**config.mk**
```make
export PLATFORM = sky130hd
export DESIGN_NAME = wildcard_string_matcher_flat
export DESIGN_NICKNAME = d
export VERILOG_FILES = /design/src/rtl/core/wcm_pkg.sv /design/src/rtl/core/wcm_if.sv /design/src/rtl/core/wildcard_string_matcher.sv /design/src/rtl/core/wcm_pattern_mem.sv /design/src/rtl/core/wcm_match_ctrl.sv /design/src/flat_wrapper.sv
export SDC_FILE = /design/constraint.sdc
export NUM_CORES = 1
export LEC_CHECK = 0
export ABC_AREA = 1
export BUFFER_PORTS_ARGS = -buffer_cell sky130_fd_sc_hd__buf_2
export CORE_MARGIN = 2
export CORE_UTILIZATION = 50
export CTS_BUF_LIST = sky130_fd_sc_hd__clkbuf_16
export DETAILED_ROUTE_END_ITERATION = 16
export PLACE_DENSITY_LB_ADDON = 0.15
export RECOVER_POWER = 100
export SLEW_MARGIN = 10
export SYNTH_ARGS = -nofsm -noshare
export SYNTH_HDL_FRONTEND = slang
export SYNTH_SLANG_ARGS = --single-unit
```
**constraint.sdc**
```tcl
create_clock -name clk -period 2.95 [get_ports clk]
set_input_delay 0.4425 -clock clk [delete_from_list [all_inputs] [get_ports clk]]
set_output_delay 0.4425 -clock clk [all_outputs]
set_load 0.01 [all_outputs]
```
**src/rtl/core/wcm_pkg.sv**
```systemverilog
`timescale 1ns / 1ps
// ----------------------------------------------------------------------------
// wcm_pkg
// Shared types, codes and helpers of the wildcard string matcher.
// ----------------------------------------------------------------------------
package wcm_pkg;

  // field widths
  localparam int ACT_W  = 2;
  localparam int IDX_W  = 6;
  localparam int BYTE_W = 8;
  localparam int POS_W  = 7;

  // action codes
  localparam logic [ACT_W-1:0] ACT_WRITE = 2'd0;
  localparam logic [ACT_W-1:0] ACT_TEXT  = 2'd1;
  localparam logic [ACT_W-1:0] ACT_END   = 2'd2;

  // pattern symbols
  localparam logic [BYTE_W-1:0] SYM_STAR = 8'h2A;
  localparam logic [BYTE_W-1:0] SYM_ANY  = 8'h3F;

  // result handed from the sequencer to the output register
  typedef struct packed {
    logic valid;
    logic matched;
  } result_t;

  // fold lower-case ascii letters onto upper case
  function automatic logic [BYTE_W-1:0] fold_case(input logic [BYTE_W-1:0] c);
    logic [BYTE_W-1:0] f;
    f = c;
    if (c >= 8'h61 && c <= 8'h7A) begin
      f = c - 8'h20;
    end
    return f;
  endfunction

endpackage

```
**src/rtl/core/wcm_if.sv**
```systemverilog
`timescale 1ns / 1ps
// ----------------------------------------------------------------------------
// wcm_if
// Valid/ready channels of the matcher: input word and result word.
// ----------------------------------------------------------------------------
interface wcm_in_if;
  logic                        valid;
  logic                        ready;
  logic [wcm_pkg::ACT_W-1:0]   action;
  logic [wcm_pkg::IDX_W-1:0]   pattern_index;
  logic [wcm_pkg::BYTE_W-1:0]  data_byte;

  modport source (output valid, output action, output pattern_index,
                  output data_byte, input ready);
  modport sink   (input valid, input action, input pattern_index,
                  input data_byte, output ready);
endinterface

interface wcm_out_if;
  logic valid;
  logic ready;
  logic matched;

  modport source (output valid, output matched, input ready);
  modport sink   (input valid, input matched, output ready);
endinterface

```
**src/rtl/core/wildcard_string_matcher.sv**
```systemverilog
`timescale 1ns / 1ps
// ----------------------------------------------------------------------------
// wildcard_string_matcher
// Streams text words against a stored '*' / '?' pattern, case-insensitive.
// ----------------------------------------------------------------------------
// Usage:
//   in_ch carries one word per handshake: a pattern byte write (action 0),
//   a text byte (action 1) or end of text (action 2). out_ch carries one
//   matched bit for every end-of-text word; other words give no result.
//   cfg_we / cfg_wdata set the pattern length; write it only while idle.
// Sequencing:
//   a pattern write, and any text byte after a decision, leaves the sequencer
//   idle. Otherwise a text byte reads the store (single read port, registered
//   read data) and stays in ST_SYM while it walks over stars that are not the
//   last pattern byte; an empty pattern needs no read. End of text goes
//   to ST_EMIT when decided, rewound or at the end of the pattern, else it
//   first scans in ST_SCAN; the result then sits in the output register.
// Reset:
//   rst_n clears the match state, the length and the output valid bit; the
//   pattern store is not cleared and must be written before use.
// Stall:
//   while out_ch is stalled the result is held; further pattern and text
//   words are still taken, a second end of text waits until the slot frees.
// ----------------------------------------------------------------------------
module wildcard_string_matcher #(
  parameter int PATTERN_DEPTH = 64
) (
  input  logic                        clk,
  input  logic                        rst_n,
  wcm_in_if.sink                      in_ch,
  wcm_out_if.source                   out_ch,
  input  logic                        cfg_we,
  input  logic [wcm_pkg::POS_W-1:0]   cfg_wdata
);

  localparam int ADDR_W = (PATTERN_DEPTH > 1) ? $clog2(PATTERN_DEPTH) : 1;

  logic [wcm_pkg::POS_W-1:0]   cfg_len_r;
  logic [wcm_pkg::POS_W-1:0]   len_act;
  logic                        mem_wr_en;
  logic [ADDR_W-1:0]           mem_wr_addr;
  logic [wcm_pkg::BYTE_W-1:0]  mem_wr_data;
  logic                        mem_rd_en;
  logic [ADDR_W-1:0]           mem_rd_addr;
  logic [wcm_pkg::BYTE_W-1:0]  mem_rd_data;
  wcm_pkg::result_t            res;
  logic                        res_ready;
  logic                        out_valid_r;
  logic                        out_matched_r;

  // length register
  always_ff @(posedge clk) begin
    if (!rst_n) begin
      cfg_len_r <= '0;
    end else if (cfg_we) begin
      cfg_len_r <= cfg_wdata;
    end
  end

  // lengths beyond the store are clipped to its depth
  assign len_act = (32'(cfg_len_r) > PATTERN_DEPTH) ? wcm_pkg::POS_W'(PATTERN_DEPTH)
                                                    : cfg_len_r;

  wcm_pattern_mem #(
    .PATTERN_DEPTH (PATTERN_DEPTH),
    .ADDR_W        (ADDR_W)
  ) u_mem (
    .clk     (clk),
    .wr_en   (mem_wr_en),
    .wr_addr (mem_wr_addr),
    .wr_data (mem_wr_data),
    .rd_en   (mem_rd_en),
    .rd_addr (mem_rd_addr),
    .rd_data (mem_rd_data)
  );

  wcm_match_ctrl #(
    .PATTERN_DEPTH (PATTERN_DEPTH),
    .ADDR_W        (ADDR_W)
  ) u_ctrl (
    .clk              (clk),
    .rst_n            (rst_n),
    .in_valid         (in_ch.valid),
    .in_ready         (in_ch.ready),
    .in_action        (in_ch.action),
    .in_pattern_index (in_ch.pattern_index),
    .in_data_byte     (in_ch.data_byte),
    .len              (len_act),
    .mem_wr_en        (mem_wr_en),
    .mem_wr_addr      (mem_wr_addr),
    .mem_wr_data      (mem_wr_data),
    .mem_rd_en        (mem_rd_en),
    .mem_rd_addr      (mem_rd_addr),
    .mem_rd_data      (mem_rd_data),
    .res              (res),
    .res_ready        (res_ready)
  );

  // output register
  assign res_ready = !out_valid_r || out_ch.ready;

  always_ff @(posedge clk) begin
    if (!rst_n) begin
      out_valid_r <= 1'b0;
    end else if (res_ready) begin
      out_valid_r <= res.valid;
    end
    if (res_ready && res.valid) begin
      out_matched_r <= res.matched;
    end
  end

  assign out_ch.valid   = out_valid_r;
  assign out_ch.matched = out_matched_r;

  // a pending result blocks new words
  a_res_blocks_input: assert property (@(posedge clk) disable iff (!rst_n)
    res.valid |-> !in_ch.ready)
    else $error("input word accepted while a result is pending");

  // end of text always takes the sequencer out of idle
  a_end_goes_busy: assert property (@(posedge clk) disable iff (!rst_n)
    (in_ch.valid && in_ch.ready && in_ch.action == wcm_pkg::ACT_END) |=> !in_ch.ready)
    else $error("end of text did not start a result");

  // a result refused by the output register is offered again
  a_res_held: assert property (@(posedge clk) disable iff (!rst_n)
    (res.valid && !res_ready) |=> (res.valid && $stable(res.matched)))
    else $error("result dropped while output register full");

endmodule

```
**src/rtl/core/wcm_pattern_mem.sv**
```systemverilog
`timescale 1ns / 1ps
// ----------------------------------------------------------------------------
// wcm_pattern_mem
// Pattern store: one write port, one read port with registered read data.
// ----------------------------------------------------------------------------
module wcm_pattern_mem #(
  parameter int PATTERN_DEPTH = 64,
  parameter int ADDR_W        = 6
) (
  input  logic                        clk,
  input  logic                        wr_en,
  input  logic [ADDR_W-1:0]           wr_addr,
  input  logic [wcm_pkg::BYTE_W-1:0]  wr_data,
  input  logic                        rd_en,
  input  logic [ADDR_W-1:0]           rd_addr,
  output logic [wcm_pkg::BYTE_W-1:0]  rd_data
);

  logic [wcm_pkg::BYTE_W-1:0] mem [PATTERN_DEPTH];
  logic [wcm_pkg::BYTE_W-1:0] rd_data_r;

  // write port
  always_ff @(posedge clk) begin
    if (wr_en) begin
      mem[wr_addr] <= wr_data;
    end
  end

  // read port, registered read data
  always_ff @(posedge clk) begin
    if (rd_en) begin
      rd_data_r <= mem[rd_addr];
    end
  end

  assign rd_data = rd_data_r;

endmodule

```
**src/rtl/core/wcm_match_ctrl.sv**
```systemverilog
`timescale 1ns / 1ps
// ----------------------------------------------------------------------------
// wcm_match_ctrl
// Match sequencer: walks the pattern store for each text word and scans the
// tail of the pattern on end of text.
// ----------------------------------------------------------------------------
module wcm_match_ctrl #(
  parameter int PATTERN_DEPTH = 64,
  parameter int ADDR_W        = 6
) (
  input  logic                        clk,
  input  logic                        rst_n,
  // input word
  input  logic                        in_valid,
  output logic                        in_ready,
  input  logic [wcm_pkg::ACT_W-1:0]   in_action,
  input  logic [wcm_pkg::IDX_W-1:0]   in_pattern_index,
  input  logic [wcm_pkg::BYTE_W-1:0]  in_data_byte,
  // active pattern length
  input  logic [wcm_pkg::POS_W-1:0]   len,
  // pattern store
  output logic                        mem_wr_en,
  output logic [ADDR_W-1:0]           mem_wr_addr,
  output logic [wcm_pkg::BYTE_W-1:0]  mem_wr_data,
  output logic                        mem_rd_en,
  output logic [ADDR_W-1:0]           mem_rd_addr,
  input  logic [wcm_pkg::BYTE_W-1:0]  mem_rd_data,
  // result
  output wcm_pkg::result_t            res,
  input  logic                        res_ready
);

  typedef enum logic [2:0] {
    ST_IDLE,
    ST_SYM,
    ST_LAST,
    ST_SCAN,
    ST_EMIT
  } state_t;

  state_t                      state_r, state_nxt;
  logic [wcm_pkg::POS_W-1:0]   pos_r, pos_nxt;
  logic [wcm_pkg::POS_W-1:0]   resume_r, resume_nxt;
  logic                        star_r, star_nxt;
  logic                        skip_r, skip_nxt;
  logic                        dec_r, dec_nxt;
  logic                        decval_r, decval_nxt;
  logic                        match_r, match_nxt;
  logic [wcm_pkg::BYTE_W-1:0]  byte_r, byte_nxt;

  logic                        fire;
  logic [wcm_pkg::POS_W-1:0]   pos_inc;
  logic                        sym_lit_eq;

  assign fire       = in_valid && in_ready;
  assign in_ready   = (state_r == ST_IDLE);
  assign pos_inc    = pos_r + 1'b1;
  assign sym_lit_eq = (wcm_pkg::fold_case(mem_rd_data) == wcm_pkg::fold_case(byte_r));

  // pattern writes go straight to the store
  assign mem_wr_en   = fire && (in_action == wcm_pkg::ACT_WRITE) &&
                       (32'(in_pattern_index) < PATTERN_DEPTH);
  assign mem_wr_addr = ADDR_W'(in_pattern_index);
  assign mem_wr_data = in_data_byte;

  assign res.valid   = (state_r == ST_EMIT);
  assign res.matched = match_r;

  // next state and store reads
  always_comb begin
    state_nxt   = state_r;
    pos_nxt     = pos_r;
    resume_nxt  = resume_r;
    star_nxt    = star_r;
    skip_nxt    = skip_r;
    dec_nxt     = dec_r;
    decval_nxt  = decval_r;
    match_nxt   = match_r;
    byte_nxt    = byte_r;
    mem_rd_en   = 1'b0;
    mem_rd_addr = ADDR_W'(pos_r);

    unique case (state_r)
      ST_IDLE: begin
        if (fire && in_action == wcm_pkg::ACT_TEXT && !dec_r) begin
          byte_nxt = in_data_byte;
          skip_nxt = 1'b0;
          if (len == '0) begin
            dec_nxt    = 1'b1;
            decval_nxt = 1'b0;
          end else if (pos_r >= len) begin
            // end of pattern: look at the last symbol
            mem_rd_en   = 1'b1;
            mem_rd_addr = ADDR_W'(len - 1'b1);
            state_nxt   = ST_LAST;
          end else begin
            mem_rd_en = 1'b1;
            state_nxt = ST_SYM;
          end
        end else if (fire && in_action == wcm_pkg::ACT_END) begin
          if (dec_r) begin
            match_nxt = decval_r;
            state_nxt = ST_EMIT;
          end else if (skip_r) begin
            match_nxt = 1'b0;
            state_nxt = ST_EMIT;
          end else if (pos_r >= len) begin
            match_nxt = 1'b1;
            state_nxt = ST_EMIT;
          end else begin
            mem_rd_en = 1'b1;
            state_nxt = ST_SCAN;
          end
        end
      end

      ST_SYM: begin
        priority if (mem_rd_data == wcm_pkg::SYM_STAR) begin
          pos_nxt    = pos_inc;
          star_nxt   = 1'b1;
          resume_nxt = pos_inc;
          if (pos_inc >= len) begin
            // this star is the last pattern byte
            dec_nxt    = 1'b1;
            decval_nxt = 1'b1;
            state_nxt  = ST_IDLE;
          end else begin
            mem_rd_en   = 1'b1;
            mem_rd_addr = ADDR_W'(pos_inc);
          end
        end else if (mem_rd_data == wcm_pkg::SYM_ANY || sym_lit_eq) begin
          pos_nxt   = pos_inc;
          state_nxt = ST_IDLE;
        end else if (star_r) begin
          skip_nxt  = 1'b1;
          pos_nxt   = resume_r;
          state_nxt = ST_IDLE;
        end else begin
          dec_nxt    = 1'b1;
          decval_nxt = 1'b0;
          state_nxt  = ST_IDLE;
        end
      end

      ST_LAST: begin
        dec_nxt    = 1'b1;
        decval_nxt = (mem_rd_data == wcm_pkg::SYM_STAR);
        state_nxt  = ST_IDLE;
      end

      ST_SCAN: begin
        if (mem_rd_data != wcm_pkg::SYM_STAR) begin
          match_nxt = 1'b0;
          state_nxt = ST_EMIT;
        end else if (pos_inc >= len) begin
          match_nxt = 1'b1;
          state_nxt = ST_EMIT;
        end else begin
          pos_nxt     = pos_inc;
          mem_rd_en   = 1'b1;
          mem_rd_addr = ADDR_W'(pos_inc);
        end
      end

      ST_EMIT: begin
        if (res_ready) begin
          // result taken: match state back to its reset values
          pos_nxt    = '0;
          resume_nxt = '0;
          star_nxt   = 1'b0;
          skip_nxt   = 1'b0;
          dec_nxt    = 1'b0;
          decval_nxt = 1'b0;
          state_nxt  = ST_IDLE;
        end
      end

      default: begin
        state_nxt = ST_IDLE;
      end
    endcase
  end

  // state and registered outputs
  always_ff @(posedge clk) begin
    if (!rst_n) begin
      state_r  <= ST_IDLE;
      pos_r    <= '0;
      resume_r <= '0;
      star_r   <= 1'b0;
      skip_r   <= 1'b0;
      dec_r    <= 1'b0;
      decval_r <= 1'b0;
      match_r  <= 1'b0;
    end else begin
      state_r  <= state_nxt;
      pos_r    <= pos_nxt;
      resume_r <= resume_nxt;
      star_r   <= star_nxt;
      skip_r   <= skip_nxt;
      dec_r    <= dec_nxt;
      decval_r <= decval_nxt;
      match_r  <= match_nxt;
    end
    byte_r <= byte_nxt;
  end

endmodule

```
**src/flat_wrapper.sv**
```systemverilog
// flat-port wrapper written by rule: the top's interface ports become plain ports
module wildcard_string_matcher_flat 
#(
  parameter int PATTERN_DEPTH = 64
)
  (clk, rst_n, cfg_we, cfg_wdata, in_ch_valid, in_ch_action, in_ch_pattern_index, in_ch_data_byte, in_ch_ready, out_ch_valid, out_ch_matched, out_ch_ready);
  wcm_in_if in_ch_i ();
  wcm_out_if out_ch_i ();
  input  logic clk;
  input  logic rst_n;
  input  logic cfg_we;
  input  logic [wcm_pkg::POS_W-1:0] cfg_wdata;
  input wire logic [$bits(in_ch_i.valid)-1:0] in_ch_valid;
  input wire logic [$bits(in_ch_i.action)-1:0] in_ch_action;
  input wire logic [$bits(in_ch_i.pattern_index)-1:0] in_ch_pattern_index;
  input wire logic [$bits(in_ch_i.data_byte)-1:0] in_ch_data_byte;
  output wire logic [$bits(in_ch_i.ready)-1:0] in_ch_ready;
  output wire logic [$bits(out_ch_i.valid)-1:0] out_ch_valid;
  output wire logic [$bits(out_ch_i.matched)-1:0] out_ch_matched;
  input wire logic [$bits(out_ch_i.ready)-1:0] out_ch_ready;
  assign in_ch_i.valid = in_ch_valid;
  assign in_ch_i.action = in_ch_action;
  assign in_ch_i.pattern_index = in_ch_pattern_index;
  assign in_ch_i.data_byte = in_ch_data_byte;
  assign in_ch_ready = in_ch_i.ready;
  assign out_ch_valid = out_ch_i.valid;
  assign out_ch_matched = out_ch_i.matched;
  assign out_ch_i.ready = out_ch_ready;
  wildcard_string_matcher #(.PATTERN_DEPTH(PATTERN_DEPTH)) u_core (.clk(clk), .rst_n(rst_n), .in_ch(in_ch_i), .out_ch(out_ch_i), .cfg_we(cfg_we), .cfg_wdata(cfg_wdata));
endmodule
```
==> impl_metrics.prom <==
# TYPE chip_impl_metric gauge
chip_impl_info{name="synth.top_cells.by_area",value="sky130_fd_sc_hd__edfxtp_1 61%, sky130_fd_sc_hd__nand3_1 11%, sky130_fd_sc_hd__nand2_1 6.6%"} 1
chip_impl_metric{name="drtIter0Drc",unit=""} 2142
chip_impl_metric{name="grt_first_pass_wirelength",unit="mm"} 116
chip_impl_metric{name="rows",unit=""} 83
chip_impl_metric{name="max_cap_viol_count",unit=""} 7
chip_impl_metric{name="grt.total_usage",unit=""} 0.288
chip_impl_metric{name="num-fill-cells",unit=""} 4023
chip_impl_metric{name="worst_pin_slew",unit="ns"} 2.03
chip_impl_metric{name="ctsLongestPathBuffers",unit=""} 3
chip_impl_info{name="timing.critical_path.to_type",value="register"} 1
chip_impl_metric{name="routed_wire_length_per_instance",unit="microns"} 22.2
chip_impl_metric{name="syn-instance-count",unit=""} 2535
chip_impl_metric{name="achievable-frequency",unit="MHz"} 278
chip_impl_metric{name="slew_viol_final",unit=""} 280
chip_impl_metric{name="grt_pass1_vias",unit=""} 19500
chip_impl_info{name="yosys.area.top_type",value="sky130_fd_sc_hd__edfxtp_1"} 1
chip_impl_info{name="mostFrequentLayoutCells",value="529 x sky130_fd_sc_hd__edfxtp_1, 448 x sky130_fd_sc_hd__nand3_1, 439 x sky130_fd_sc_hd__nand2_1, 357 x sky130_fd_sc_hd__inv_1, 196 x sky130_fd_sc_hd__buf_4"} 1
chip_impl_metric{name="setup_slack",unit="ns"} -0.645
chip_impl_metric{name="clk_transition_reported_paths",unit="ns"} 0.06
chip_impl_metric{name="ctsHtreeMaxLevel",unit=""} 2
chip_impl_metric{name="areaGrowthSynthToFinish",unit="%"} 25.4
chip_impl_metric{name="synth_async_sr_flop_share",unit=""} 0
chip_impl_metric{name="area.sequential",unit="sq um"} 16500
chip_impl_info{name="grt_setup_unrepaired",value="yes"} 1
chip_impl_metric{name="critPathArrivalTime",unit="ns"} 3.97
chip_impl_metric{name="timing.final.hold_violations",unit=""} 0
chip_impl_metric{name="timing.slew.headroom",unit=""} -0.352
chip_impl_info{name="r2r_end",value="u_core.u_mem.rd_data[7]"} 1
chip_impl_metric{name="multi_input_area",unit="sq um"} 8530
chip_impl_metric{name="yosysTopAreaCellShare",unit=""} 0.610
chip_impl_metric{name="critPathMaxStageDelay",unit="ns"} 0.38
chip_impl_metric{name="r2r.worst_path.cells",unit=""} 26
chip_impl_metric{name="dieHeight",unit="microns"} 232
chip_impl_metric{name="cts_made_buffers",unit=""} 57
chip_impl_info{name="ys.flop_type",value="sky130_fd_sc_hd__edfxtp_1"} 1
chip_impl_metric{name="hold-path-cell-count",unit=""} 3
chip_impl_metric{name="start_util",unit=""} 0.506
chip_impl_metric{name="yosysWarningCount",unit=""} 0
chip_impl_metric{name="final_wtd_congestion",unit=""} 0.906
chip_impl_metric{name="synth_sequential_area_ratio",unit=""} 0.633
chip_impl_metric{name="synth_fp_nets",unit=""} 2582
chip_impl_info{name="commonest_non_fill_non_tap_cell_in_the_layout",value="sky130_fd_sc_hd__edfxtp_1"} 1
chip_impl_metric{name="post_place_worst_slack",unit="ns"} -0.925
chip_impl_info{name="min-delay-start",value="cfg_wdata[1]"} 1
chip_impl_info{name="slowest_stage",value="sky130_fd_sc_hd__dfxtp_4"} 1
chip_impl_metric{name="number_of_clock_sinks",unit=""} 559
chip_impl_metric{name="worst_ep_required_time",unit="ns"} 3.32
chip_impl_metric{name="detail_route.wirelength",unit="mm"} 78.1
chip_impl_info{name="timing.critical_path.from_type",value="register"} 1
chip_impl_metric{name="synth_cell_type_count",unit=""} 40
chip_impl_metric{name="worst_skew_pair.late_latency",unit="ns"} 0.62
chip_impl_metric{name="avgViaCountPerCell",unit=""} 5.69
chip_impl_info{name="hold_end",value="u_core.cfg_len_r[1]"} 1
chip_impl_info{name="outcome",value="finished with violations"} 1
chip_impl_metric{name="cp_max_fo",unit=""} 12
chip_impl_metric{name="avg_inst_size_synth",unit="sq um"} 10.3
chip_impl_metric{name="design.core.area",unit="sq um"} 51400
chip_impl_metric{name="ant_nets",unit=""} 0
chip_impl_metric{name="drcViolationCount",unit=""} 0
chip_impl_metric{name="ratio_of_final_minimum_period_to_clock_period",unit=""} 1.22
chip_impl_info{name="cts_tree",value="built"} 1
chip_impl_metric{name="grt-ovfl-total",unit=""} 0
chip_impl_metric{name="route.vias.total",unit=""} 20000
chip_impl_metric{name="pin_count",unit=""} 31
chip_impl_metric{name="finalClockSkew",unit="ns"} 0.0154
chip_impl_metric{name="post_synthesis_register_bit_count",unit=""} 559
chip_impl_info{name="timing.hold.worst.class",value="in2reg"} 1
chip_impl_metric{name="synth_edf_count",unit=""} 529
chip_impl_metric{name="grt_start_max_net_pins",unit=""} 66
chip_impl_metric{name="layout.nets",unit=""} 2843
chip_impl_metric{name="place_hpwl",unit="mm"} 46.2
chip_impl_metric{name="final-setup-viol-count",unit=""} 8
chip_impl_metric{name="diodes",unit=""} 0
chip_impl_metric{name="fraction_of_final_layout_cells_sized_beyond_drive_strength_1",unit=""} 0.212
chip_impl_info{name="cpMostUsedCell",value="sky130_fd_sc_hd__nand2_1"} 1
chip_impl_info{name="critical_path.reg2reg.startpoint",value="u_core.u_ctrl.pos_r[0]"} 1
chip_impl_metric{name="synth_area",unit="sq um"} 26000
chip_impl_metric{name="die_w",unit="microns"} 232
chip_impl_info{name="clockRootBuffer",value="sky130_fd_sc_hd__clkbuf_16"} 1
chip_impl_metric{name="floorplan_die_area",unit="sq um"} 53900
chip_impl_info{name="critical_path_class",value="reg2reg"} 1
chip_impl_metric{name="drt_pre_antenna_iters",unit=""} 6
chip_impl_metric{name="grt_antenna_before_repair",unit=""} 0
chip_impl_metric{name="ctsHoldBuffers",unit=""} 0
chip_impl_info{name="violations",value="max-capacitance violations, max-slew violations, negative setup slack"} 1
chip_impl_metric{name="placement.io_buffers",unit=""} 30
chip_impl_metric{name="rrSetupSlack",unit="ns"} -0.65
chip_impl_metric{name="finalWorstPathRequiredPeriod",unit="ns"} 3.60
==> flip-flops by register name, indices dropped and copies added (netlist names) <==
signal / count
u_core.u_mem.mem: 512
u_core.u_ctrl.byte_r: 8
u_core.u_mem.rd_data: 8
u_core.cfg_len_r: 7
u_core.u_ctrl.pos_r: 7
u_core.u_ctrl.resume_r: 7
u_core.u_ctrl.state_r: 3
u_core.out_ch.matched: 1
u_core.out_ch.valid: 1
u_core.u_ctrl.dec_r: 1
u_core.u_ctrl.decval_r: 1
u_core.u_ctrl.match_r: 1
u_core.u_ctrl.skip_r: 1
u_core.u_ctrl.star_r: 1
==> critical path, delay by kind of cell, from the launching register on <==
family | cells | cell delay [ns]
buffers and inverters | 3 | 0.47
adders and majority gates | 2 | 0.40
DFF | 1 | 0.38
xor gates and xnor gates | 1 | 0.28
and+or+nand+nor | 20 | 1.80
==> worst max-delay path by stage <==
stage / startpoint / to / slack, ns / depth (start not counted)
2_1_floorplan: u_core.u_ctrl.pos_r[0] / u_core.u_mem.rd_data[5] / -0.16 / 23
3_3_place_gp: u_core.cfg_len_r[0] / u_core.u_mem.rd_data[1] / -0.90 / 23
3_5_place_dp: u_core.u_ctrl.pos_r[0] / u_core.u_mem.rd_data[1] / -0.93 / 23
4_1_cts: u_core.u_ctrl.pos_r[0] / u_core.u_mem.rd_data[6] / -0.52 / 24
5_1_grt: u_core.u_ctrl.pos_r[0] / u_core.u_mem.rd_data[6] / -0.81 / 24
6_report: u_core.u_ctrl.pos_r[0] / u_core.u_mem.rd_data[7] / -0.65 / 26
==> logic make-up (layout without fill, tap and decap cells) <==
kind of cell,Yosys count,in the layout,share of synthesized area
and+or+nand+nor,1362,1364,0.253
DFF,559,559,0.633
buffers and inverters,494,800,0.0804
AOI/OAI and AO/OA,87,87,0.0189
adders and majority gates,19,19,0.00913
xor gates and xnor gates,14,14,0.00471
==> stage by stage <==
step / util / hold slack (ns) / TNS (ns) / instance area [sq um] / cells
finish: 0.635 / 0.0612 / -4.86 / 32600 / 3523
global route: 0.635 / 0.0792 / -6.94 / 32600 / 3523
CTS: 0.628 / 0.0408 / -3.91 / 32300 / 3516
detailed placement: 0.560 / 0.422 / -6.85 / 28800 / 3368
global placement: 0.560 / 0.419 / -6.94 / 28800 / 3368
floorplan: - / 0.403 / -1.25 / 26100 / 2535
==> routing by layer <==
metal | track usage | wire, microns | vias up
met5 | 0 | 0 | -
met4 | 0.130 | 3580 | 0
met3 | 0.0616 | 6980 | 221
met2 | 0.460 | 36300 | 952
met1 | 0.379 | 31300 | 9662
li1 | - | - | 9194
==> Yosys cell counts (10+ instances only) <==
master	n
sky130_fd_sc_hd__o21ai_0	26
sky130_fd_sc_hd__a21oi_1	37
sky130_fd_sc_hd__dfxtp_1	30
sky130_fd_sc_hd__edfxtp_1	529
sky130_fd_sc_hd__nor2_1	115
sky130_fd_sc_hd__xor2_1	10
sky130_fd_sc_hd__buf_2	80
sky130_fd_sc_hd__ha_1	19
sky130_fd_sc_hd__nand3_1	587
sky130_fd_sc_hd__clkbuf_1	31
sky130_fd_sc_hd__buf_6	14
sky130_fd_sc_hd__inv_1	348
sky130_fd_sc_hd__nand2_1	459
sky130_fd_sc_hd__nand3b_1	172
==> cell type report <==
| class | instances | share of cell area |
|---|---|---|
| multi-input cells | 1484 | 0.261 |
| inverters | 355 | 0.0412 |
| clock buffers | 58 | 0.0445 |
| clock inverters | 48 | 0.0108 |
| well taps | 680 | 0.0261 |
| flip-flops and latches | 559 | 0.505 |
| repair buffers | 338 | 0.110 |
| repair inverters | 1 | 0.000192 |
==> timing repair <==
action / CTS / global route
gates cloned: 22 / 7
resized for setup: 195 / 66
setup buffers: 21 / 4
setup endpoints to repair: 16 / 16
pin swaps: 48 / 41
Power is not shown: default switching activity piles up to over one toggle a cycle in this logic, so the estimate is an artifact.
